$ cat src/design/iphc_pkg.sv
// Shared types and constants for the IPHC header compressor.
package iphc_pkg;

  localparam logic [63:0] LL_PREFIX    = 64'hFE80_0000_0000_0000;
  localparam logic [63:0] MCAST_LL_ALL = 64'hFF02_0000_0000_0000;
  localparam logic [7:0]  MCAST_TOP    = 8'hFF;
  localparam logic [2:0]  IPHC_DISPATCH = 3'b011;
  localparam logic [7:0]  HOP_ONE      = 8'd1;
  localparam logic [7:0]  HOP_64       = 8'd64;
  localparam logic [7:0]  HOP_255      = 8'd255;

  // One IPv6 header to compress.
  typedef struct packed {
    logic [7:0]  traffic_class;
    logic [19:0] flow_label;
    logic [7:0]  next_header;
    logic        nh_compressed;
    logic [7:0]  hop_limit;
    logic [63:0] src_addr_hi;
    logic [63:0] src_addr_lo;
    logic [63:0] dst_addr_hi;
    logic [63:0] dst_addr_lo;
    logic [63:0] link_dst_mac;
  } in_t;

  // One byte of the compressed header stream.
  typedef struct packed {
    logic [7:0] out_byte;
    logic       last;
  } out_t;

  // Compressed header as segments; data is left-justified, MSB byte first.
  typedef struct packed {
    logic [15:0]  disp;
    logic [31:0]  tf;
    logic [2:0]   tf_len;
    logic [7:0]   nh;
    logic         nh_len;
    logic [7:0]   hl;
    logic         hl_len;
    logic [127:0] src;
    logic [4:0]   src_len;
    logic [127:0] dst;
    logic [4:0]   dst_len;
  } hdr_t;

endpackage

$ cat src/design/iphc_enc.sv
// Combinational IPHC field encoder: one IPv6 header into dispatch bits and inline segments.
module iphc_enc (
  input  iphc_pkg::in_t  item_i,
  input  logic [63:0]    own_mac_i,
  output iphc_pkg::hdr_t hdr_o
);

  logic [1:0] tf_code;
  logic       nh_bit;
  logic [1:0] hlim;
  logic       sac;
  logic [1:0] sam;
  logic       mcast;
  logic [1:0] dam;
  logic       mc_short;

  assign mc_short = (item_i.dst_addr_hi[47:0] == 48'd0);

  always_comb begin
    hdr_o    = '0;
    tf_code  = 2'b00;
    nh_bit   = 1'b0;
    hlim     = 2'b00;
    sac      = 1'b0;
    sam      = 2'b00;
    mcast    = 1'b0;
    dam      = 2'b00;

    // traffic class / flow label
    if (item_i.flow_label == 20'd0) begin
      if (item_i.traffic_class == 8'd0) begin
        tf_code = 2'b11;
      end else begin
        tf_code      = 2'b10;
        hdr_o.tf     = {item_i.traffic_class, 24'd0};
        hdr_o.tf_len = 3'd1;
      end
    end else if (item_i.traffic_class[5:0] == 6'd0) begin
      tf_code      = 2'b01;
      hdr_o.tf     = {item_i.traffic_class[7:6], 2'b00, item_i.flow_label, 8'd0};
      hdr_o.tf_len = 3'd3;
    end else begin
      tf_code      = 2'b00;
      hdr_o.tf     = {item_i.traffic_class, 4'd0, item_i.flow_label};
      hdr_o.tf_len = 3'd4;
    end

    // next header
    if (item_i.nh_compressed) begin
      nh_bit = 1'b1;
    end else begin
      hdr_o.nh     = item_i.next_header;
      hdr_o.nh_len = 1'b1;
    end

    // hop limit
    priority if (item_i.hop_limit == iphc_pkg::HOP_ONE) begin
      hlim = 2'b01;
    end else if (item_i.hop_limit == iphc_pkg::HOP_64) begin
      hlim = 2'b10;
    end else if (item_i.hop_limit == iphc_pkg::HOP_255) begin
      hlim = 2'b11;
    end else begin
      hdr_o.hl     = item_i.hop_limit;
      hdr_o.hl_len = 1'b1;
    end

    // source
    priority if (item_i.src_addr_hi == iphc_pkg::LL_PREFIX) begin
      if (item_i.src_addr_lo == own_mac_i) begin
        sam = 2'b11;
      end else begin
        sam           = 2'b01;
        hdr_o.src     = {item_i.src_addr_lo, 64'd0};
        hdr_o.src_len = 5'd8;
      end
    end else if (item_i.src_addr_hi == 64'd0 && item_i.src_addr_lo == 64'd0) begin
      sac = 1'b1;
    end else begin
      hdr_o.src     = {item_i.src_addr_hi, item_i.src_addr_lo};
      hdr_o.src_len = 5'd16;
    end

    // destination
    priority if (item_i.dst_addr_hi == iphc_pkg::LL_PREFIX) begin
      if (item_i.dst_addr_lo == item_i.link_dst_mac) begin
        dam = 2'b11;
      end else begin
        dam           = 2'b01;
        hdr_o.dst     = {item_i.dst_addr_lo, 64'd0};
        hdr_o.dst_len = 5'd8;
      end
    end else if (item_i.dst_addr_hi[63:56] == iphc_pkg::MCAST_TOP) begin
      mcast = 1'b1;
      priority if (item_i.dst_addr_hi == iphc_pkg::MCAST_LL_ALL &&
                   item_i.dst_addr_lo[63:8] == 56'd0) begin
        dam           = 2'b11;
        hdr_o.dst     = {item_i.dst_addr_lo[7:0], 120'd0};
        hdr_o.dst_len = 5'd1;
      end else if (mc_short && item_i.dst_addr_lo[63:24] == 40'd0) begin
        dam           = 2'b10;
        hdr_o.dst     = {item_i.dst_addr_hi[55:48], item_i.dst_addr_lo[23:0], 96'd0};
        hdr_o.dst_len = 5'd4;
      end else if (mc_short && item_i.dst_addr_lo[63:40] == 24'd0) begin
        dam           = 2'b01;
        hdr_o.dst     = {item_i.dst_addr_hi[55:48], item_i.dst_addr_lo[39:0], 80'd0};
        hdr_o.dst_len = 5'd6;
      end else begin
        hdr_o.dst     = {item_i.dst_addr_hi, item_i.dst_addr_lo};
        hdr_o.dst_len = 5'd16;
      end
    end else begin
      hdr_o.dst     = {item_i.dst_addr_hi, item_i.dst_addr_lo};
      hdr_o.dst_len = 5'd16;
    end

    // CID and DAC are always zero (stateless)
    hdr_o.disp = {iphc_pkg::IPHC_DISPATCH, tf_code, nh_bit, hlim,
                  1'b0, sac, sam, mcast, 1'b0, dam};
  end

endmodule

$ cat src/design/iphc_ser.sv
// Header buffer and byte serializer: walks the segments, one byte per cycle.
module iphc_ser (
  input  logic           clk_i,
  input  logic           rst_ni,
  input  logic           load_i,
  input  iphc_pkg::hdr_t hdr_i,
  output logic           free_o,
  output logic           valid_o,
  output iphc_pkg::out_t out_o
);

  typedef enum logic [2:0] {
    SEG_DISP,
    SEG_TF,
    SEG_NH,
    SEG_HL,
    SEG_SRC,
    SEG_DST
  } seg_e;

  localparam int NSEG = 6;

  iphc_pkg::hdr_t hdr_q;
  seg_e           seg_q;
  logic [3:0]     cnt_q;
  logic           active_q;

  logic [NSEG-1:0] nz;
  logic [4:0]      cur_len;
  logic            at_end;
  logic            found;
  seg_e            nxt_seg;
  logic            last_byte;
  logic [7:0]      byte_sel;

  // segments that carry bytes
  assign nz = {hdr_q.dst_len != 5'd0, hdr_q.src_len != 5'd0, hdr_q.hl_len,
               hdr_q.nh_len, hdr_q.tf_len != 3'd0, 1'b1};

  always_comb begin
    unique case (seg_q)
      SEG_DISP: cur_len = 5'd2;
      SEG_TF:   cur_len = {2'b00, hdr_q.tf_len};
      SEG_NH:   cur_len = {4'd0, hdr_q.nh_len};
      SEG_HL:   cur_len = {4'd0, hdr_q.hl_len};
      SEG_SRC:  cur_len = hdr_q.src_len;
      SEG_DST:  cur_len = hdr_q.dst_len;
      default:  cur_len = 5'd0;
    endcase
  end

  always_comb begin
    unique case (seg_q)
      SEG_DISP: byte_sel = cnt_q[0] ? hdr_q.disp[7:0] : hdr_q.disp[15:8];
      SEG_TF:   byte_sel = hdr_q.tf[5'd31 - {cnt_q[1:0], 3'b000} -: 8];
      SEG_NH:   byte_sel = hdr_q.nh;
      SEG_HL:   byte_sel = hdr_q.hl;
      SEG_SRC:  byte_sel = hdr_q.src[7'd127 - {cnt_q, 3'b000} -: 8];
      SEG_DST:  byte_sel = hdr_q.dst[7'd127 - {cnt_q, 3'b000} -: 8];
      default:  byte_sel = 8'd0;
    endcase
  end

  // nearest later segment with bytes
  always_comb begin
    found   = 1'b0;
    nxt_seg = seg_q;
    for (int s = NSEG - 1; s >= 0; s--) begin
      if (3'(s) > seg_q && nz[s]) begin
        found   = 1'b1;
        nxt_seg = seg_e'(3'(s));
      end
    end
  end

  assign at_end    = ({1'b0, cnt_q} == cur_len - 5'd1);
  assign last_byte = active_q && at_end && !found;

  assign free_o        = !active_q || last_byte;
  assign valid_o       = active_q;
  assign out_o.out_byte = byte_sel;
  assign out_o.last     = last_byte;

  always_ff @(posedge clk_i) begin
    if (load_i) begin
      hdr_q <= hdr_i;
    end
  end

  always_ff @(posedge clk_i or negedge rst_ni) begin
    if (!rst_ni) begin
      seg_q    <= SEG_DISP;
      cnt_q    <= 4'd0;
      active_q <= 1'b0;
    end else if (load_i) begin
      seg_q    <= SEG_DISP;
      cnt_q    <= 4'd0;
      active_q <= 1'b1;
    end else if (active_q) begin
      if (at_end) begin
        cnt_q <= 4'd0;
        if (found) begin
          seg_q <= nxt_seg;
        end else begin
          active_q <= 1'b0;
        end
      end else begin
        cnt_q <= cnt_q + 4'd1;
      end
    end
  end

endmodule

$ cat src/design/ipv6_header_compressor.sv
// Top level of the stateless 6LoWPAN IPHC header compressor.
// Usage: a header transaction is taken when start_i is high and busy_o low. It is
// compressed into 2 to 40 bytes that appear on out_o, one byte per cycle while
// valid_o is high, the final byte flagged by out_o.last. The receiver cannot stall:
// every byte must be taken in the cycle it is shown. An accepted header passes the input
// register, then the encoder into the header buffer, before its first byte appears; it
// waits in the input register while the serializer is still busy. The byte serializer
// streams a header's bytes back to back, with no gap between consecutive headers when
// the next one already waits in the input register. One header can wait there while
// the previous one streams out; busy_o is high only then.
// own_mac is written through cfg_we_i/cfg_wdata_i and resets to zero; write it only
// while the block is idle, as the block itself does not enforce this.
module ipv6_header_compressor (
  input  logic           clk_i,
  input  logic           rst_ni,
  input  logic           start_i,
  output logic           busy_o,
  input  iphc_pkg::in_t  in_i,
  input  logic           cfg_we_i,
  input  logic [63:0]    cfg_wdata_i,
  output logic           valid_o,
  output iphc_pkg::out_t out_o
);

  iphc_pkg::in_t  item_q;
  logic           item_vld_q;
  logic [63:0]    own_mac_q;
  iphc_pkg::hdr_t hdr;
  logic           ser_free;
  logic           load;
  logic           accept;

  // hand the waiting header to the serializer when its buffer frees up
  assign load   = item_vld_q && ser_free;
  assign busy_o = item_vld_q && !ser_free;
  assign accept = start_i && !busy_o;

  always_ff @(posedge clk_i) begin
    if (accept) begin
      item_q <= in_i;
    end
  end

  always_ff @(posedge clk_i or negedge rst_ni) begin
    if (!rst_ni) begin
      item_vld_q <= 1'b0;
      own_mac_q  <= 64'd0;
    end else begin
      if (accept) begin
        item_vld_q <= 1'b1;
      end else if (load) begin
        item_vld_q <= 1'b0;
      end
      if (cfg_we_i) begin
        own_mac_q <= cfg_wdata_i;
      end
    end
  end

  iphc_enc u_enc (
    .item_i    (item_q),
    .own_mac_i (own_mac_q),
    .hdr_o     (hdr)
  );

  iphc_ser u_ser (
    .clk_i   (clk_i),
    .rst_ni  (rst_ni),
    .load_i  (load),
    .hdr_i   (hdr),
    .free_o  (ser_free),
    .valid_o (valid_o),
    .out_o   (out_o)
  );

  // a header's bytes are contiguous: no gap before its last byte
  a_no_gap: assert property (@(posedge clk_i) disable iff (!rst_ni)
    valid_o && !out_o.last |=> valid_o)
    else $error("byte stream broke before last byte");

  // every header starts with the IPHC dispatch pattern
  a_dispatch: assert property (@(posedge clk_i) disable iff (!rst_ni)
    valid_o && (!$past(valid_o) || $past(out_o.last))
      |-> out_o.out_byte[7:5] == iphc_pkg::IPHC_DISPATCH)
    else $error("header did not start with dispatch byte");

  // stalling intake only happens while a header is streaming
  a_busy_streaming: assert property (@(posedge clk_i) disable iff (!rst_ni)
    busy_o |-> valid_o && !out_o.last)
    else $error("busy while serializer free");

endmodule
$ cat config.mk
export PLATFORM = sky130hd
export DESIGN_NAME = ipv6_header_compressor
export DESIGN_NICKNAME = d
export VERILOG_FILES = /design/src/design/iphc_pkg.sv /design/src/design/iphc_enc.sv /design/src/design/iphc_ser.sv /design/src/design/ipv6_header_compressor.sv
export SDC_FILE = /design/constraint.sdc
export NUM_CORES = 1
export LEC_CHECK = 0
export BUFFER_PORTS_ARGS = -buffer_cell sky130_fd_sc_hd__buf_2
export CAP_MARGIN = 20
export CORE_UTILIZATION = 30
export DETAILED_ROUTE_END_ITERATION = 10
export SLEW_MARGIN = 5
export SYNTH_ARGS = -nofsm -noshare
export SYNTH_HDL_FRONTEND = slang
export SYNTH_SLANG_ARGS = --single-unit
$ cat constraint.sdc
create_clock -name clk_i -period 48.7 [get_ports clk_i]
set_clock_uncertainty 0.05 [all_clocks]
set_input_delay 9.74 -clock clk_i [delete_from_list [all_inputs] [get_ports clk_i]]
set_output_delay 9.74 -clock clk_i [all_outputs]
set_load 0.01 [all_outputs]
==> results.md <==
- CTS tree: done
- Vias/cell: 5.22
- Worst-path fanout max: 23
- Syn Nets: 2305
- Clk slew on worst S/H paths: 0.06 ns
- Yosys cell types: 72
- Worst path cell trace: mux2i_1 -> o32a_1 -> ha_1 -> o21ai_1 -> mux2i_1 -> nor4_1 -> o211ai_1 -> and3_1 -> buf_2
- Primary FF master, synth: edfxtp_1
- Full die area: 107000 um2
- GRT Total Usage: 20.4%
- Max Slew Vio Count: 0
- Worst vdd ir: 0.0292 mV
- DRT iter0 DRCs: 2430
- Rel. slew slack: 26.9%
- FILL cells: 9789
- Outcome: finished, final reports clean
- Seq cells post-synth: 765
- Hold_buf cts: 0
- MaxCap Viol Count: 0
- Synth Instances: 1870
- Hold Vio Cnt, Final: 0
- Routed vias: 19843
- Resized cells post-CTS: 0
- Post-synthesis sequential area ratio: 71.5%
- RSZ-0062 raised after global routing: false
- Post-Route WL: 111000 um
- Vert. Die Dim: 327 um
- Min cycle time layout: 14.07 ns
- Drt wl/cell: 29.2 um
- Mapped cell area: 31600 um2
- Vias in the first global route: 20146
- Hold Startpoint: item_q[364]$_DFFE_PP_
- Die X: 327 um
- Total grt overflow: 0
- Synthesized area per cell: 16.9 um2
- # H-tree levels: 3
- Period utilization: 28.9%
- Antenna Violating Nets Remaining: 0
- Commonest non-fill, non-tap cell in the layout: edfxtp_1
- Main combinational cell family by area after synthesis: multiplexers
- Clock Root Buffer: clkbuf_16
- Xor/xnor share of the synthesized area: 3.68%
- First-pass GRT wire length: 153000 um
- PortBufs: 443
- Number of synthesized flops with an enable pin: 692
- DR pass1 iterations: 5
- Static Leak: 13.9 nW
- Post-DP HPWL: 84000 um
- DRC Markers: 0
- Max Clock Freq: 71.1 MHz
- GPL Wtd Cong: 0.916
- Complex-gate fraction of the synthesized area: 6.05%
- Clock Sinks: 765
- Setup crit end kind: output pin
- Postcts setup bufs: 0
- CP arrival: 4.28 ns
- Worst R2R Start: u_ser.seg_q[0]$_DFFE_PN0P_
- Largest net degree at the start of global routing: 172
- FP Rows: 118
- CP required: 38.91 ns
- Synth top area share: 65.7%
- Layout cells sized above 1: 32.1%
- Setup crit start: u_ser.seg_q[0]$_DFFE_PN0P_
- CTS buffer count: 83
- Clock latency on the worst-skew pair: 0.66 ns
- Setup CP Type: flip-flop to output pin
- CP max-delay cell: dfrtp_1
- Fin Setup TNS: 0 ns
- Post-synthesis mux area share: 9.21%
- YS warnings: 0
- Synth Area in Adders: 0.0791%
- Post-synth top area cell: edfxtp_1
- Setup violations, final: 0
- I/O Pins: 444
- Min-Delay Path Class: flip-flop to flip-flop
- Core Box Area: 104000 um2
- Initial Util: 30.4%
- Most frequent cell on the critical path: mux2i_1
- Slowest stage delay, CP: 0.94 ns
- Slew at the pin with the worst max-slew slack: 1.10 ns
- Post-layout net count: 2768
- Startpoint class of the critical path: flip-flop
- Initial antenna violation count: 46
- Power density over the cells: 42.0 nW/um2
- Simple-gate area share of the yosys netlist: 8.00%
- Most frequent cells in the layout: edfxtp_1, buf_2, xor2_1
- Synth-to-Final Area Change: 21.3%
- Clk buf depth: 3
- Top cells by area, synth: edfxtp_1, dfrtp_1, mux4_2
- Final core occ: 36.9%
- Post-synthesis async set-or-reset flop share: 9.54%
## through the flow
stage / hold slack [ns] / total power, W / setup WS (ns) / std cells / area (um2)
2_1_floorplan: 0.441 / 0.000886 / 19.52 / 1870 / 31600
3_3_place_gp: 0.408 / 0.000947 / 35.62 / 3627 / 35400
3_5_place_dp: 0.407 / 0.000952 / 35.47 / 3627 / 35400
4_1_cts: 0.441 / 0.00162 / 34.76 / 3779 / 38300
5_1_grt: 0.449 / 0.00166 / 34.53 / 3797 / 38400
6_report: 0.433 / 0.00161 / 34.63 / 3798 / 38400
## state kept, by name (all words and copies together) (netlist names)
signal,flops
own_mac_q,64
u_ser.hdr_q,327
u_ser.cnt_q,4
u_ser.valid_o,1
u_ser.seg_q,3
item_vld_q,1
item_q,365
## per-layer routing
metal  vias up  routed length (um)  track usage [%]
met5         -                 289                0
met1     10155               41700             24.4
met2      1001               57500             36.1
li1       8410                   -                -
met4        48                3670             7.22
met3       229                7840             4.18
## cells by family (layout without fill, tap and decap cells)
| family | Yosys count | after routing |
|---|---|---|
| adders and majority gates | 2 | 2 |
| xor gates and xnor gates | 133 | 133 |
| muxes | 186 | 186 |
| and+or+nand+nor | 433 | 433 |
| buffers and inverters | 97 | 627 |
| AOI/OAI and AO/OA | 254 | 254 |
| other | 0 | 18 |
| DFF | 765 | 765 |
## Yosys cell counts (4+ instances only)
cell type and n:
a211o_1 20, a21o_1 87, a21oi_1 37, a221o_1 18, a22o_1 13, a22oi_1 10
a31oi_1 4, a32o_1 5, and2_1 82, and3_1 71, buf_1 4, buf_2 23
buf_4 13, clkbuf_1 42, dfrtp_1 73, edfxtp_1 692, inv_1 9, mux2_2 81
mux2i_1 29, mux4_2 76, nand2_1 41, nand2b_1 7, nand3_1 6, nand4_1 24
nor2_1 55, nor2b_1 15, nor3b_1 5, nor4_1 100, o211a_1 5, o211ai_1 5
o21ai_0 11, o22ai_1 6, o2bb2ai_1 7, or3_1 6, xnor2_1 4, xor2_1 129
## critical path: cells and delay by family (launching register included)
| kind | cells | cell delay (ns) |
|---|---|---|
| AOI/OAI and AO/OA | 3 | 1.04 |
| adders and majority gates | 1 | 0.25 |
| buffers and inverters | 1 | 0.13 |
| DFF | 1 | 0.94 |
| muxes | 2 | 0.35 |
| and+or+nand+nor | 2 | 0.90 |
## power breakdown
| part | total [W] | switching, W | internal [W] |
|---|---|---|---|
| combinational | 0.000195 | 0.0000965 | 0.0000981 |
| sequential | 0.000747 | 0.0000256 | 0.000721 |
| clock | 0.000672 | 0.000271 | 0.000400 |
| total | 0.00161 | 0.000393 | 0.00122 |
## final timing paths
kind	end	slack, ns	cells after the start
max in group asynchronous	own_mac_q[39]$_DFFE_PN0P_	38.55	2
min	u_ser.hdr_q[318]$_DFFE_PN_	0.43	0
max reg2reg	u_ser.hdr_q[241]$_DFFE_PN_	42.25	11
min reg2reg	u_ser.hdr_q[318]$_DFFE_PN_	0.43	0
min in group asynchronous	u_ser.cnt_q[2]$_DFFE_PN0N_	8.91	1
max	busy_o	34.63	9
## final cells by class
cell class / count / area (um2) / share of cell area, %
clock buffer: 103 / 2240 / 5.85
antenna: 18 / 45.0 / 0.117
multi-input combinational: 1008 / 8590 / 22.4
timing repair buffer: 463 / 2410 / 6.29
clock inverter: 49 / 683 / 1.78
tap: 1380 / 1730 / 4.50
inverter: 12 / 45.0 / 0.117
sequential: 765 / 22600 / 58.9
No activity file was read; power rests on OpenSTA's default activity.
